**src/rtl/tsvd_ram.sv**
```systemverilog
`timescale 1ns / 1ps

module tsvd_ram #(
	parameter int WIDTH = 16,
	parameter int DEPTH = 64
) (
	input  logic                                        clk,
	input  logic                                        we,
	input  logic [((DEPTH > 1) ? $clog2(DEPTH) : 1)-1:0] waddr,
	input  logic [WIDTH-1:0]                            wdata,
	input  logic [((DEPTH > 1) ? $clog2(DEPTH) : 1)-1:0] raddr,
	output logic [WIDTH-1:0]                            rdata
);
	logic [WIDTH-1:0] mem_q [DEPTH];
	logic [WIDTH-1:0] rd_q;

	always_ff @(posedge clk) begin
		if (we)
			mem_q[waddr] <= wdata;
		rd_q <= mem_q[raddr];
	end

	assign rdata = rd_q;
endmodule

```
**config.mk**
```make
export PLATFORM = sky130hd
export DESIGN_NAME = tsvd_ram
export DESIGN_NICKNAME = d
export VERILOG_FILES = /design/src/rtl/tsvd_ram.sv
export SDC_FILE = /design/constraint.sdc
export NUM_CORES = 1
export LEC_CHECK = 0
export ABC_AREA = 1
export BUFFER_PORTS_ARGS = -buffer_cell sky130_fd_sc_hd__buf_2
export CAP_MARGIN = 20
export CORE_ASPECT_RATIO = 1.5
export CORE_MARGIN = 2
export CORE_UTILIZATION = 30
export DETAILED_ROUTE_END_ITERATION = 10
export RECOVER_POWER = 100
export SYNTH_ARGS = -nofsm -noshare
export SYNTH_HDL_FRONTEND = slang
export SYNTH_SLANG_ARGS = --single-unit
```
**constraint.sdc**
```tcl
create_clock -name clk -period 3.5 [get_ports clk]
set_input_delay 0 -clock clk [delete_from_list [all_inputs] [get_ports clk]]
set_output_delay 0 -clock clk [all_outputs]
set_load 0.005 [all_outputs]
```
# Yosys cells after proc, flatten, opt, wreduce, memory -nomap -nowiden
# Memories as Yosys holds them, arrays and structs flattened. A register that Yosys moved wholly into a read port is not among the register bits.
# Index checks and enable logic that the tools add are counted.
# word_totals
ram_bits	1024
regBits	0
elab_cells	3
in_bits	30
mem_count	1
# classes
mux	2
# memory_table
name	depth	width	rd	rd_clocked_by_memory_dff	write_ports	line	source
mem_q	64	16	1	1	1	14	logic [WIDTH-1:0] mem_q [DEPTH];
# op_table
op	n
two-way mux 1 bit	2

# Logic depth before layout (Yosys ltp)
# Gate-level depths: netlist (run 1).
# depth
word_depth	2
ltp_mapped	12
depth_no_buf	9

# Worst setup path after synthesis (run 1)
# Ideal clock, no wire load.
# synth_path
kind	in2reg
start	input we
end	memory mem_q[48][0] (enable)
required_ns	3.069
stages	3
arrival_ns	2.124
slack_ns	0.946
path_cell_list	clkbuf_1 > nand4_1 > nor4_1
# synth_between
elab_chain_len	2
# synth_rtl
element	line	source
from (decl)	8	input logic we,
two-way mux 1 bit	18	if (we)
two-way mux 1 bit (implied by the code)	19	mem_q[waddr] <= wdata;
to (decl)	14	
# No other way between the ends.

# Worst setup path in the final report (run 1)
# layout_path
start	input waddr[1] in the netlist's numbering
end	memory mem_q[44][14] (enable)
# layout_rtl
element	line	source
from (decl)	9	input logic [((DEPTH > 1) ? $clog2(DEPTH) : 1)-1:0] waddr,
# No word-level cell before the write port.

==> metrics.txt, run 1 <==
Routed Antenna Nets=0; GR met1 Demand/Resource=17.7%; failing checks=capacitance limit, slew limit; routed wire length per instance=20.6 µm; Comb power frac=6.4%; CTS root buf=clkbuf_16; CTS Buffer Depth=3; Commonest cells post-synth=nand2_1, edfxtp_1, nand3_1; Post-CTS Setup Bufs=0; Power Internal=19.3 mW; Clk pwr share=38.1%; die width=310 µm; layout cells sized above 1=5.22%; vias in the first global route=25820; cell area power density=532 nW/µm²; CP Max Fanout=16; DIE AREA=143000 µm²; met2 Use GR=28.3%; status=complete, but fails checks; Pre-Repair DR Iteration Count=5; mux cell area share after synthesis=0%; CP Class=input port to flip-flop; Min-Delay Startpoint=raddr[4]; Setup-failing EPs final=0; Hold Slack=58.8 ps; fin. max-slew vios=411; final worst path period share=80.8%; xor/xnor share of the synthesized area=0%; first-pass GRT wire length=167000 µm; Fin. Hold Viols=0; warnings from Yosys=0; synthesized area per cell=12.0 µm²; Main synth FF type=edfxtp_1; Synth Area in Adders=0%; RSZ-0062 raised after global routing=no; synthesized area=42100 µm²; skew final=25.4 ps; # DRC=0; area of the core=140000 µm²; Net Count, Synth=3547; CP startpoint kind=input port; switching share of power=22.4%; Gate Count Post-Synth=3517; total number of vias=26475; hold crit path type=input port to flip-flop; Reg2Reg Depth=8; maximum clock rate=354 MHz; worst vdd ir=0.360 mV; most area-hungry cell type in the Yosys netlist=edfxtp_1; Setup TNS=0 ps; initial antenna violation count=8; Slew @ Worst Pin=3130 ps; placed cell count=5321; min Tclk post-route=2830 ps; CTS tree=done; final worst setup slack=674 ps; hpwl dp=67400 µm; cts bufs inserted=84; initial DRC count=2417; Sw Pwr=5.60 mW; Initial Util=30.2%; Yosys reg bits=1040; GR Layer Usage met3=2.40%; Synth area leaders=edfxtp_1, nand2_1, nand3_1, buf_2, buf_6; most frequent cell after synthesis=nand2_1; CP Capture Type=flip-flop; GRT Max-Usage Layer=met2; Layout Cells excl Fill=5496; Die H=463 µm; synth unique cells=16; Synth Area in Compound Gates=0%; DR vias/cell=4.82; Post-synth EDFFs=1024; Synth async-reset ratio=0%; Post-Synth Simple-Gate Area=22.7%; cts repair resizes=0; Synth-to-Final Area Change=11.4%; Critical R2R Launch=mem_q[19][4]$_DFFE_PP_; largest net degree at the start of global routing=155; GR Util All Layers=15.6%; Cell Rows=168; Ports=46; Synth top area share=73.0%; main combinational cell family by area after synthesis=simple AND/OR/NAND/NOR gates; sequential cell fraction of total power=55.5%; Clock Sinks=1040; max cap viols=9; # hold bufs at CTS=18; # port buffers=45; Seq/Total Area, Yosys=73.8%; Routed WL=113000 µm; leakage=16.2 nW; routability congestion estimate=0.849; fin nets=3587; critical path arrival=3070 ps; Clock Latency Late Sink=660 ps; H-tree Lvls=3; Clk pin slew, worst setup/hold paths=70 ps; Worst Hold Path Cells=5; Worst slew margin=-109%; GRT overflow=0; pre-CTS WS=1100 ps; Crit path required time=3750 ps; Critical path origin=waddr[1]
[path summary, 6_finish.rpt]
path | slack, ps | endpoint
worst min-delay path | 60 | rdata[4]$_DFF_P_
worst max-delay path | 670 | mem_q[44][14]$_DFFE_PP_
worst min register to register | 800 | rdata[3]$_DFF_P_
worst max register to register | 1810 | rdata[4]$_DFF_P_
[kinds of logic (layout without fill, tap and decap cells)]
| kind of cell | after synthesis | count (layout) |
|---|---|---|
| flip-flops | 1040 | 1040 |
| AND/OR/NAND/NOR | 2240 | 2240 |
| other | 0 | 4 |
| buffers and inverters | 237 | 342 |
[layout make-up]
| cell class | instances | area (µm²) |
|---|---|---|
| diodes | 4 | 10.0 |
| clock buffers | 106 | 2290 |
| clock inverters | 45 | 420 |
| fillers | 13772 | 92700 |
| inverters | 12 | 57.6 |
| multi-input cells | 2240 | 9550 |
| flip-flops and latches | 1040 | 31100 |
| well taps | 1870 | 2340 |
| repair buffers | 179 | 1170 |
[critical path, stage by stage]
cell	delay, ps
dlygate4sd3_1	560
clkbuf_1	220
inv_1	270
nand4_1	510
nor2_1	1490
[per-stage QoR]
step           utilization, %  instance area [µm²]  power (mW)
2_1_floorplan               -                42100        15.0
3_3_place_gp             31.8                44400        15.7
3_5_place_dp             31.8                44400        15.7
4_1_cts                  33.8                47200        25.1
5_1_grt                  33.6                46900        25.7
6_report                 33.6                46900        24.9
[power by group through the flow]
stage / Combinational [mW] / Clock, mW / Sequential (mW)
3_3_place_gp: 1.58 / 0 / 14.1
2_1_floorplan: 0.922 / 0 / 14.1
6_report: 1.59 / 9.50 / 13.8
4_1_cts: 1.61 / 9.65 / 13.8
5_1_grt: 1.74 / 10.1 / 13.8
3_5_place_dp: 1.59 / 0 / 14.1
[metal layers]
layer	vias up	share of wire, %
met5	-	0.059
met4	10	4.9
met3	189	5.7
met2	766	52
met1	13078	37
li1	12432	-
[cells in the final DEF, fill, tap and decap left out]
master         Yosys  routed
buf_1             17       2
buf_12             0      14
buf_2            113      10
buf_4             19      29
buf_8              1       2
bufinv_16          0       7
clkbuf_1          26     113
clkbuf_16          0      87
clkbuf_2           0       5
clkbuf_8           0       4
clkinv_1           0      13
clkinv_2           0      14
clkinv_4           0       2
clkinvlp_4         0       4
dfxtp_1           16      16
diode_2            0       4
dlygate4sd3_1      0      19
edfxtp_1        1024    1024
inv_1              9       8
inv_2              2       1
inv_4              0       2
inv_6              0       5
inv_8              1       1
nand2_1         1296    1296
nand3_1          871     871
nand4_1            9       9
nor2_1            56      56
nor4_1             8       6
nor4_2             0       2
[flip-flops by register name, indices dropped and copies added, names as in the netlist]
signal and flops:
rdata 16, mem_q 1024
Power figures use the tool's default switching activity.
==> inputs of run 2 (changes only) <==
==> constraint.sdc (replaced) <==
create_clock -name clk -period 2.3 [get_ports clk]
set_input_delay 0 -clock clk [delete_from_list [all_inputs] [get_ports clk]]
set_output_delay 0 -clock clk [all_outputs]
set_load 0.005 [all_outputs]
==> run 2 against run 1 <==
  * Cell count increased by 1.2%
  * Global-route usage increased by 0.73 points
  * Routed wire length increased by 4.8%
  * Setup slack got worse by 570 ps
  * Hold slack improved by 69 ps
  * Sequential share of layout area decreased by 1.3 points
  * Clock power increased by 62%
  * First-iteration DRC count increased by 16%
  * Combinational power increased by 64%
  * Critical endpoint is now rdata[0]$_DFF_P_
  * The flow still finishes with violations (capacitance limit, slew limit)
==> metrics.txt, run 2 (synthesized netlist as in run 1, its figures left out) <==
Slew @ Worst Pin=2240 ps; post-layout util=34.3%; GR Util All Layers=16.3%; pre-CTS WS=87.3 ps; # port buffers=45; leakage=16.9 nW; Clock Latency Late Sink=680 ps; cell area power density=816 nW/µm²; max cap viols=10; hold crit path type=input port to flip-flop; routability congestion estimate=0.859; routed wire length per instance=21.3 µm; RSZ-0062 raised after global routing=no; max FFs per register=1024; CP Class=input port to flip-flop; min Tclk post-route=2200 ps; most common cell after layout, fill and taps aside=nand2_1; Synth-to-Final Area Change=13.7%; Post-CTS Setup Bufs=0; Routed Antenna Nets=0; die width=310 µm; CTS tree=done; Largest Register=mem_q; Setup-failing EPs final=0; Die H=463 µm; GRT overflow=0; initial antenna violation count=8; fin nets=3644; Clock Sinks=1040; # DRC=0; Initial Util=30.2%; R2R Setup Slk=300 ps; worst vdd ir=0.639 mV; critical path arrival=2770 ps; placed cell count=5372; Crit path required time=2870 ps; CP Max Fanout=27; layout cells sized above 1=8.14%; CTS root buf=clkbuf_16; fin. max-slew vios=388; final worst setup slack=102 ps; final worst path period share=95.6%; initial DRC count=2814; Worst slew margin=-49.2%; DR vias/cell=4.89; Fin. Hold Viols=0; vias in the first global route=26553; total number of vias=27188; Cell Rows=168; failing checks=capacitance limit, slew limit; status=complete, but fails checks; area of the core=140000 µm²; first-pass GRT wire length=175000 µm; hpwl dp=71400 µm; CP Capture Type=flip-flop; DIE AREA=143000 µm²; commonest non-fill, non-tap cells in the layout=nand2_1, edfxtp_1, nand3_1; maximum clock rate=455 MHz; largest net degree at the start of global routing=76; H-tree Lvls=3; CTS Buffer Depth=3; skew final=19.8 ps; Layout Cells excl Fill=5560; Clk pin slew, worst setup/hold paths=70 ps; cts bufs inserted=87; CP startpoint kind=input port; Pre-Repair DR Iteration Count=8; Routed WL=119000 µm; Ports=46
## run 2: cell types whose count changed in the layout (fill, tap and decap cells not counted), sizes merged, moves of 2 or more
cell	change
clkinvlp	-2
dlygate4sd3	+4
bufinv	+3
inv	-3
clkbuf	+28
buf	+35
## run 2: per-layer routing
layer / vias to the layer above / wire length [µm] / global-route usage, %
met1: 13588 / 45500 / 19.3
met4: 10 / 6050 / 8.27
li1: 12560 / - / -
met3: 200 / 6450 / 2.37
met5: - / 69 / 0
met2: 830 / 60500 / 28.6
## run 2: final cells by class
cell class,count,area (µm²)
Sequential cell,1040,31100
Timing Repair Buffer,233,1890
Antenna cell,3,7.51
Fill cell,13833,91700
Tap cell,1870,2340
Multi-Input combinational cell,2240,9560
Inverter,12,71.3
Clock buffer,120,2480
Clock inverter,42,472
## run 2: what timing repair did
item | CTS | global route
endpoints found under the hold margin | 558 | 0
setup endpoints to repair | 0 | 0
hold buffers | 23 | 0
resized for setup | 0 | 0
## run 2: through the flow
| stage | hold WS [ps] | cell area, µm² | TNS, ps | power [mW] |
|---|---|---|---|---|
| 6_report | 128 | 47900 | 0 | 39.1 |
| 5_1_grt | 139 | 47900 | 0 | 40.2 |
| 4_1_cts | 26.8 | 48200 | 0 | 39.4 |
| 3_5_place_dp | 245 | 45100 | 0 | 24.1 |
| 3_3_place_gp | 234 | 45100 | 0 | 24.0 |
| 2_1_floorplan | 98.9 | 42100 | -32520 | 22.8 |
## run 2: where the power goes
| part | leakage, nW | internal [mW] | switching (mW) |
|---|---|---|---|
| registers | 9.35 | 21.0 | 0.0623 |
| clock network | 1.45 | 8.69 | 6.76 |
| logic | 6.12 | 0.677 | 1.93 |
| total | 16.9 | 30.3 | 8.75 |
## run 2: final timing paths
kind | startpoint | to | depth (start not counted)
setup / recovery | raddr[4] | rdata[0]$_DFF_P_ | 8
hold / removal | waddr[3] | mem_q[27][7]$_DFFE_PP_ | 3
setup reg to reg | mem_q[51][0]$_DFFE_PP_ | rdata[0]$_DFF_P_ | 9
hold reg to reg | mem_q[60][11]$_DFFE_PP_ | rdata[11]$_DFF_P_ | 8
## run 2: critical path, stage by stage
cell and delay, ps:
dlygate4sd3_1 530, clkbuf_2 400, inv_1 140, clkbuf_2 700, buf_4 290, nand3_1 290, nand3_1 310, nand2_1 80
