**src/rtl/tsvd_pkg.sv**
```systemverilog
`timescale 1ns / 1ps

package tsvd_pkg;

	function automatic int addr_w(input int n);
		return (n > 1) ? $clog2(n) : 1;
	endfunction

	localparam int MAX_SENSORS = 64;
	localparam int MAX_SOURCES = 64;
	localparam int MAX_SAMPLES = 16;
	localparam int MAX_RANK    = 64;

	localparam int SEN_AW = addr_w(MAX_SENSORS);
	localparam int SRC_AW = addr_w(MAX_SOURCES);
	localparam int SMP_AW = addr_w(MAX_SAMPLES);
	localparam int RNK_AW = addr_w(MAX_RANK);
	localparam int SEN_CW = $clog2(MAX_SENSORS + 1);
	localparam int SRC_CW = $clog2(MAX_SOURCES + 1);
	localparam int SMP_CW = $clog2(MAX_SAMPLES + 1);
	localparam int RNK_CW = $clog2(MAX_RANK + 1);

	localparam int U_DEPTH = MAX_SENSORS * MAX_RANK;
	localparam int V_DEPTH = MAX_SOURCES * MAX_RANK;
	localparam int Y_DEPTH = MAX_SENSORS * MAX_SAMPLES;
	localparam int P_DEPTH = MAX_RANK * MAX_SAMPLES;
	localparam int X_DEPTH = MAX_SOURCES * MAX_SAMPLES;
	localparam int U_AW = addr_w(U_DEPTH);
	localparam int V_AW = addr_w(V_DEPTH);
	localparam int Y_AW = addr_w(Y_DEPTH);
	localparam int P_AW = addr_w(P_DEPTH);
	localparam int X_AW = addr_w(X_DEPTH);

	// field and store widths
	localparam int ACT_W   = 3;
	localparam int IDX_W   = 6;
	localparam int DATA_W  = 32;
	localparam int VEC_W   = 16;
	localparam int SV_W    = 32;
	localparam int FF_W    = 32;
	localparam int PROJ_W  = 48;
	localparam int SOL_W   = 32;
	localparam int STAT_W  = 2;
	localparam int FV_W    = 48;
	localparam int CHUNK_W = 17;
	localparam int CHUNK_SH = 16;
	localparam int PROD_W  = FV_W + CHUNK_W;
	localparam int ACC_W   = PROD_W + 2 * CHUNK_SH + RNK_CW;
	localparam int FRAC_SH = 30;

	// configuration register widths and map
	localparam int PADDR_W  = 5;
	localparam int LAMBDA_W = 32;
	localparam int SENS_RW  = 7;
	localparam int SRCS_RW  = 7;
	localparam int SMPS_RW  = 5;
	localparam int RANK_RW  = 7;
	localparam logic [PADDR_W-3:0] REG_LAMBDA  = 3'd0;
	localparam logic [PADDR_W-3:0] REG_SENSORS = 3'd1;
	localparam logic [PADDR_W-3:0] REG_SOURCES = 3'd2;
	localparam logic [PADDR_W-3:0] REG_SAMPLES = 3'd3;
	localparam logic [PADDR_W-3:0] REG_RANK    = 3'd4;

	typedef enum logic [ACT_W-1:0] {
		ACT_LOAD_U   = 3'd0,
		ACT_LOAD_V   = 3'd1,
		ACT_LOAD_S   = 3'd2,
		ACT_LOAD_Y   = 3'd3,
		ACT_COMPUTE  = 3'd4,
		ACT_READ     = 3'd5
	} action_t;

	localparam logic [STAT_W-1:0] STAT_OK    = 2'd0;
	localparam logic [STAT_W-1:0] STAT_RANGE = 2'd1;
	localparam logic [STAT_W-1:0] STAT_SAT   = 2'd2;
	localparam logic KIND_DONE = 1'b0;
	localparam logic KIND_ELEM = 1'b1;

	// divider
	localparam int DIV_W  = 64;
	localparam int DIV_CW = $clog2(DIV_W + 1);

	typedef struct packed {
		logic             start;
		logic [DIV_W-1:0] num;
		logic [DIV_W-1:0] den;
	} div_req_t;

	typedef struct packed {
		logic            done;
		logic [FF_W-1:0] quot;
	} div_rsp_t;

	function automatic logic [VEC_W-1:0] sat16(input logic signed [DATA_W-1:0] v);
		logic [VEC_W-1:0] r;
		if (v > DATA_W'(32767))
			r = 16'h7fff;
		else if (v < -DATA_W'(32768))
			r = 16'h8000;
		else
			r = v[VEC_W-1:0];
		return r;
	endfunction

endpackage

```
**src/rtl/tsvd_div.sv**
```systemverilog
`timescale 1ns / 1ps

module tsvd_div (
	input  logic               clk,
	input  logic               arst_n,
	input  tsvd_pkg::div_req_t dreq,
	output tsvd_pkg::div_rsp_t drsp
);
	import tsvd_pkg::*;

	logic              busy_q;
	logic              done_q;
	logic [DIV_CW-1:0] cnt_q;
	logic [DIV_W-1:0]  num_q;
	logic [DIV_W-1:0]  den_q;
	logic [DIV_W:0]    rem_q;
	logic [DIV_W-1:0]  quo_q;
	logic [DIV_W:0]    rem_sh;
	logic              fits;

	assign rem_sh = {rem_q[DIV_W-1:0], num_q[DIV_W-1]};
	assign fits   = rem_sh >= {1'b0, den_q};

	always_ff @(posedge clk or negedge arst_n) begin
		if (!arst_n) begin
			busy_q <= 1'b0;
			done_q <= 1'b0;
			cnt_q  <= '0;
		end else begin
			done_q <= 1'b0;
			if (dreq.start) begin
				busy_q <= 1'b1;
				cnt_q  <= DIV_CW'(DIV_W);
			end else if (busy_q) begin
				cnt_q <= cnt_q - DIV_CW'(1);
				if (cnt_q == DIV_CW'(1)) begin
					busy_q <= 1'b0;
					done_q <= 1'b1;
				end
			end
		end
	end

	// one quotient bit per cycle, restoring
	always_ff @(posedge clk) begin
		if (dreq.start) begin
			num_q <= dreq.num;
			den_q <= dreq.den;
			rem_q <= '0;
			quo_q <= '0;
		end else if (busy_q) begin
			num_q <= {num_q[DIV_W-2:0], 1'b0};
			rem_q <= fits ? (rem_sh - {1'b0, den_q}) : rem_sh;
			quo_q <= {quo_q[DIV_W-2:0], fits};
		end
	end

	assign drsp.done = done_q;
	assign drsp.quot = (|quo_q[DIV_W-1:FF_W]) ? '1 : quo_q[FF_W-1:0];
endmodule

```
**config.mk**
```make
export PLATFORM = sky130hd
export DESIGN_NAME = tsvd_div
export DESIGN_NICKNAME = d
export VERILOG_FILES = /design/src/rtl/tsvd_pkg.sv /design/src/rtl/tsvd_div.sv
export SDC_FILE = /design/constraint.sdc
export NUM_CORES = 1
export LEC_CHECK = 0
export BUFFER_PORTS_ARGS = -buffer_cell sky130_fd_sc_hd__buf_2
export CAP_MARGIN = 20
export CORE_AREA = 3 3 209 211
export CTS_CLUSTER_SIZE = 30
export DETAILED_ROUTE_END_ITERATION = 8
export DIE_AREA = 0 0 212 214
export GPL_TIMING_DRIVEN = 0
export SYNTH_ARGS = -nofsm -noshare
export SYNTH_HDL_FRONTEND = slang
export SYNTH_SLANG_ARGS = --single-unit
```
**constraint.sdc**
```tcl
create_clock -name clk -period 3.68 [get_ports clk]
set_clock_uncertainty 0.05 [all_clocks]
set_input_delay 0.184 -clock clk [delete_from_list [all_inputs] [get_ports clk]]
set_output_delay 0.184 -clock clk [all_outputs]
set_load 0.02 [all_outputs]
```
## Yosys cells after proc, flatten, opt, wreduce, memory -nomap -nowiden

Cells that the tools add are included.

- Bits in registers: 265
- Bits of input ports: 131
- Logic and storage cells: 25

- Equality and inequality tests: 1
- Reductions and logical operators: 2
- Magnitude comparators: 1
- Add/subtract/negate cells: 2
- Mux-type cells: 12

Operators with widths:

| kind | count |
|---|---|
| $mux W64 | 3 |
| $ge A65 B64 Y1 | 1 |
| $sub A64 B64 Y64 | 1 |
| $mux W32 | 1 |
| $reduce_or A32 Y1 | 1 |
| $mux W7 | 2 |
| $eq A7 B1 Y1 const B | 1 |
| $sub A7 B1 Y7 const B | 1 |
| $mux W1 | 6 |
| $reduce_bool A2 Y1 | 1 |

## Depth between registers and ports, before layout

- Depth after elaboration: 4
- Gate-level depth with buffers: 15
- Depth with buffers taken out: 13

## Least setup slack after synthesis

Ideal clock, no wire load.

- Kind: reg2reg
- From: register den_q[1]
- To: register rem_q[57]
- Clock period less this slack: 3127 ps
- Data arrival time: 2974 ps
- Buffers on the path: 0
- Required time: 3527 ps
- Stages on the path, launching flop included: 13
- Slack: 553 ps
- Cell sequence: edfxtp_1 -> inv_1 -> ha_1 -> nor2b_1 -> o2111ai_1 -> a21boi_2 -> a21o_1 -> a31o_2 -> a31oi_1 -> o21ai_1 -> a31oi_1 -> mux2_2 -> a2111oi_2

- Cells in the longest elaborated chain, start to end: 2
- Elaborated cells on any way between the ends: 3
- Classes of those cells: add/sub: 1; order compare: 1; mux: 1

Ends and longest elaborated chain:

| what | line | RTL |
|---|---|---|
| start, declared | tsvd_div.sv:15 | `logic [DIV_W-1:0] den_q;` |
| start signal, assigned | tsvd_div.sv:48 | `den_q <= dreq.den;` |
| $sub A64 B64 Y64 / $ge A65 B64 Y1 (equally long branches) | tsvd_div.sv:53, tsvd_div.sv:22 |  |
| $mux W64 (*) | tsvd_div.sv:53 | `rem_q <= fits ? (rem_sh - {1'b0, den_q}) : rem_sh;` |
| end signal, assigned | tsvd_div.sv:53 |  |
| end, declared | tsvd_div.sv:16 | `logic [DIV_W:0] rem_q;` |

Mark *: on every way between the ends. The rest lies on a longest branch, timed or not.
A chain may end at the register's enable or synchronous reset.

## Final worst setup path

- From: register rem_q[47]
- To: register rem_q[35]

- Cells in the longest elaborated chain, start to end: 2

Ends and longest elaborated chain:

| what | line | RTL |
|---|---|---|
| $ge A65 B64 Y1 | tsvd_div.sv:22 | `assign fits = rem_sh >= {1'b0, den_q};` |
| $mux W64 | tsvd_div.sv:53 |  |

Every way passes these cells.

==> metrics.md <==
| Metric | Value |
|---|---|
| Status | `finished, final reports clean` |
| Top FF cell, synth | `edfxtp_1` |
| Max-cap viol count | `0` |
| Largest net degree at the start of global routing | `65` |
| WL/cell | `~18 um` |
| Syn Std Cell Area | `14600 um^2` |
| Total Power | `8.48 mW` |
| Die ar. | `between 40000 and 50000 um^2` |
| Actual slew at the worst max-slew pin | `between 0.9 and 1 ns` |
| Cts bufs inserted | `34` |
| Slew Limit Fails | `0` |
| Layout cells sized above 1 | `0.179` |
| Global route overflow | `0` |
| Worst-skew pair later-pin latency | `0.54 ns` |
| Global placement routability congestion | `0.915` |
| Layout area overhead | `27.6%` |
| Final Util | `0.445` |
| Cell Rows | `75` |
| Hold path startpoint | `dreq[128]` |
| Core area | `between 40000 and 50000 um^2` |
| Synth Net Count | `1724` |
| Router iterations before antenna repair | `6` |
| Register area | `6630 um^2` |
| Required time worst endpoint | `4.08 ns` |
| WHS Path Cells | `1` |
| Residual DRC | `0` |
| Die width | `212 um` |
| Final setup vio count | `0` |
| Via-to-Cell Ratio | `roughly 5.3` |
| FF-to-FF path depth | `14` |
| Min Tclk post-route | `3.56 ns` |
| FILL cells | `4034` |
| Synth warn | `0` |
| LEAKAGE | `8.39 nW` |
| CTS tree | `yes` |
| Sequential area share after synthesis | `0.453` |
| Max Clock Freq | `approximately 0.28 GHz` |
| Hold Path Sink | `den_q[29]` |
| Max-slew headroom | `0.382` |
| Longest Clk Path Bufs | `3` |
| Clk sink count | `265` |
| Crit Path Category | `reg -> reg` |
| Antenna violations before repair | `1` |
| Avg Cell Area, Syn | `9.59 um^2` |
| RR Endpoint | `rem_q[35]` |
| Area of the multi-input gates | `7410 um^2` |
| Port bufs | `approximately 160` |
| Fin cells | `between 2000 and 2500` |
| Vias after detailed routing | `12700` |
| Worst Setup End Kind | `register` |
| Clk slew on worst S/H paths | `0.06 ns` |
| I/O pin total | `164` |
| Worst R2R Start | `rem_q[47]` |
| Reg2reg setup slack | `0.12 ns` |
| Hold Crit Class | `in -> reg` |
| DR iter-0 viols | `816` |
| Top layer in use | `met5` |
| Placed instance count | `2229` |
| Routed length on met2 | `a little under 20000 um` |
| Chip Height | `214 um` |
| Post-synthesis sequential element count | `265` |
| Vias in the first global route | `roughly 13000` |
| H-tree depth | `2` |
| Gr usage total | `0.189` |
| Design Area, Final | `18700 um^2` |
| Starting density of the core | `0.349` |
| Period utilization | `0.968` |
| Async S/R FF share, synth | `0.0340` |
| Power density cells | `454 nW/um^2` |
| First-pass GRT wire length | `68800 um` |
| Setup TNS Final | `0 ns` |
| Cell count after synthesis | `1526` |
| Nets | `2051` |
| Critical Path Fanout Max | `10` |
| CP Data Arrival Time | `3.96 ns` |
| Root Driver | `clkbuf_16` |
| RSZ-0062 raised after global routing | `no` |
| Post-synth EDFFs | `128` |
| Met3 wire len | `2600 um` |
| HPWL after DPL | `31500 um` |
| Hold Fails Final Rpt | `0` |
| Routed wire length | `44100 um` |
| Distinct cells, synth | `68` |
| Area after DPL | `16200 um^2` |
| Metal-1 WL | `20300 um` |
| Startpoint types | `register` |
| Post-route ant nets | `0` |
| Max IR drop VDD | `346 uV` |
| Diodes inserted | `0` |
## through the flow
stage	hold slack, ns	worst slack [ns]
2_1_floorplan	-0.162	0.553
3_3_place_gp	-0.00479	-1.30
3_5_place_dp	-0.00227	-0.255
4_1_cts	0.0524	0.00235
5_1_grt	0.0804	0.000790
6_report	0.0654	0.118
## layer usage
metal / track usage / vias up
met5: 0 / -
met4: 0.0643 / 2
li1: - / 6170
met1: 0.259 / 6054
met3: 0.0357 / 87
met2: 0.300 / 412
## how the worst max path moves through the flow
stage / depth (start not counted) / endpoint / slack [ns] / start
6_report: 14 / rem_q[35] / 0.12 / rem_q[47]
2_1_floorplan: 12 / rem_q[57] / 0.55 / den_q[1]
3_3_place_gp: 4 / num_q[11] / -1.30 / dreq[128]
4_1_cts: 13 / rem_q[58] / 0.002 / num_q[63]
5_1_grt: 14 / rem_q[15] / 0.0008 / den_q[44]
3_5_place_dp: 13 / rem_q[58] / -0.25 / num_q[63]
## power by group
group / leakage [nW] / internal [mW] / switching, mW
Clock: 0.518 / 1.93 / 1.32
Combinational: 5.42 / 0.730 / 0.991
Sequential: 2.45 / 3.37 / 0.139
Total: 8.39 / 6.03 / 2.45
## cells in the final DEF, fill, tap and decap left out, drive strengths merged, types with 14 or more instances in the layout
cell	instances
nand2	106
nand4	26
mux2	71
edfxtp	128
xnor2	36
dlygate4sd3	131
a211oi	36
o21bai	19
a21o	28
inv	88
a21oi	136
nor2	196
ha	66
o21ai	51
xor2	20
mux2i	67
a311oi	14
nor3	19
dfxtp	128
nand3	14
nor4	14
clkbuf	100
and3	16
buf	199
or3	36
## state kept, by name, indices dropped and copies added (netlist names)
signal  count
quo_q      64
num_q      64
rem_q      64
den_q      64
done_q      1
busy_q      1
cnt_q       7
## worst max-delay path: stages (launching register included)
cell	delay, ns
dfxtp_1	0.35
ha_1	0.28
clkbuf_1	0.35
nand4_1	0.32
nor2_1	0.42
nand3b_1	0.22
o21ai_0	0.19
a31oi_1	0.08
nor2_1	0.20
o21ai_2	0.10
buf_6	0.17
nor2_4	0.10
buf_4	0.20
nand2_1	0.22
o22ai_1	0.23
## cell usage after synthesis, types with 14 or more instances
master,n,area (um^2)
mux2_2,71,800
inv_1,87,327
a211oi_1,36,270
a311oi_1,14,123
nand3_1,14,70.1
xor2_1,20,175
nor3_1,17,85.1
xnor2_1,36,315
or3_1,36,225
nor2_1,195,732
ha_1,66,826
buf_1,15,56.3
o21bai_1,19,143
dfxtp_1,128,2560
mux2i_1,67,671
nand2_1,106,398
nand4_1,25,156
a21o_1,28,210
clkbuf_1,63,236
a21oi_1,136,681
edfxtp_1,128,3840
nor4_1,14,87.6
o21ai_0,44,220
and3_1,16,100
## area by class of cell
| type | count | area share |
|---|---|---|
| Buffer | 89 | 0.0215 |
| Timing Repair Buffer | 297 | 0.116 |
| Sequential cell | 265 | 0.355 |
| Inverter | 87 | 0.0175 |
| Multi-Input combinational cell | 1079 | 0.397 |
| Clock buffer | 44 | 0.0476 |
| Clock inverter | 15 | 0.00938 |
| Tap cell | 539 | 0.0361 |
## logic make-up (layout without fill, tap and decap cells)
kind of cell	after synthesis	in the layout	synth area share
fa+ha+maj	67	67	0.0578
mux	138	138	0.100
simple gates	457	457	0.144
xor+xnor	56	56	0.0335
buf+inv	182	532	0.0510
flops	265	265	0.453
compound gates	361	361	0.160
## what timing repair did
item / CTS / global route
hold buffers: 131 / 0
gates cloned: 0 / 0
resized for setup: 8 / 23
buffers inserted: 0 / 2
endpoints found under the hold margin: 137 / 0
pin swaps: 0 / 6
setup endpoints to repair: 16 / 57
Note: power is estimated with default switching activity, not from simulation.
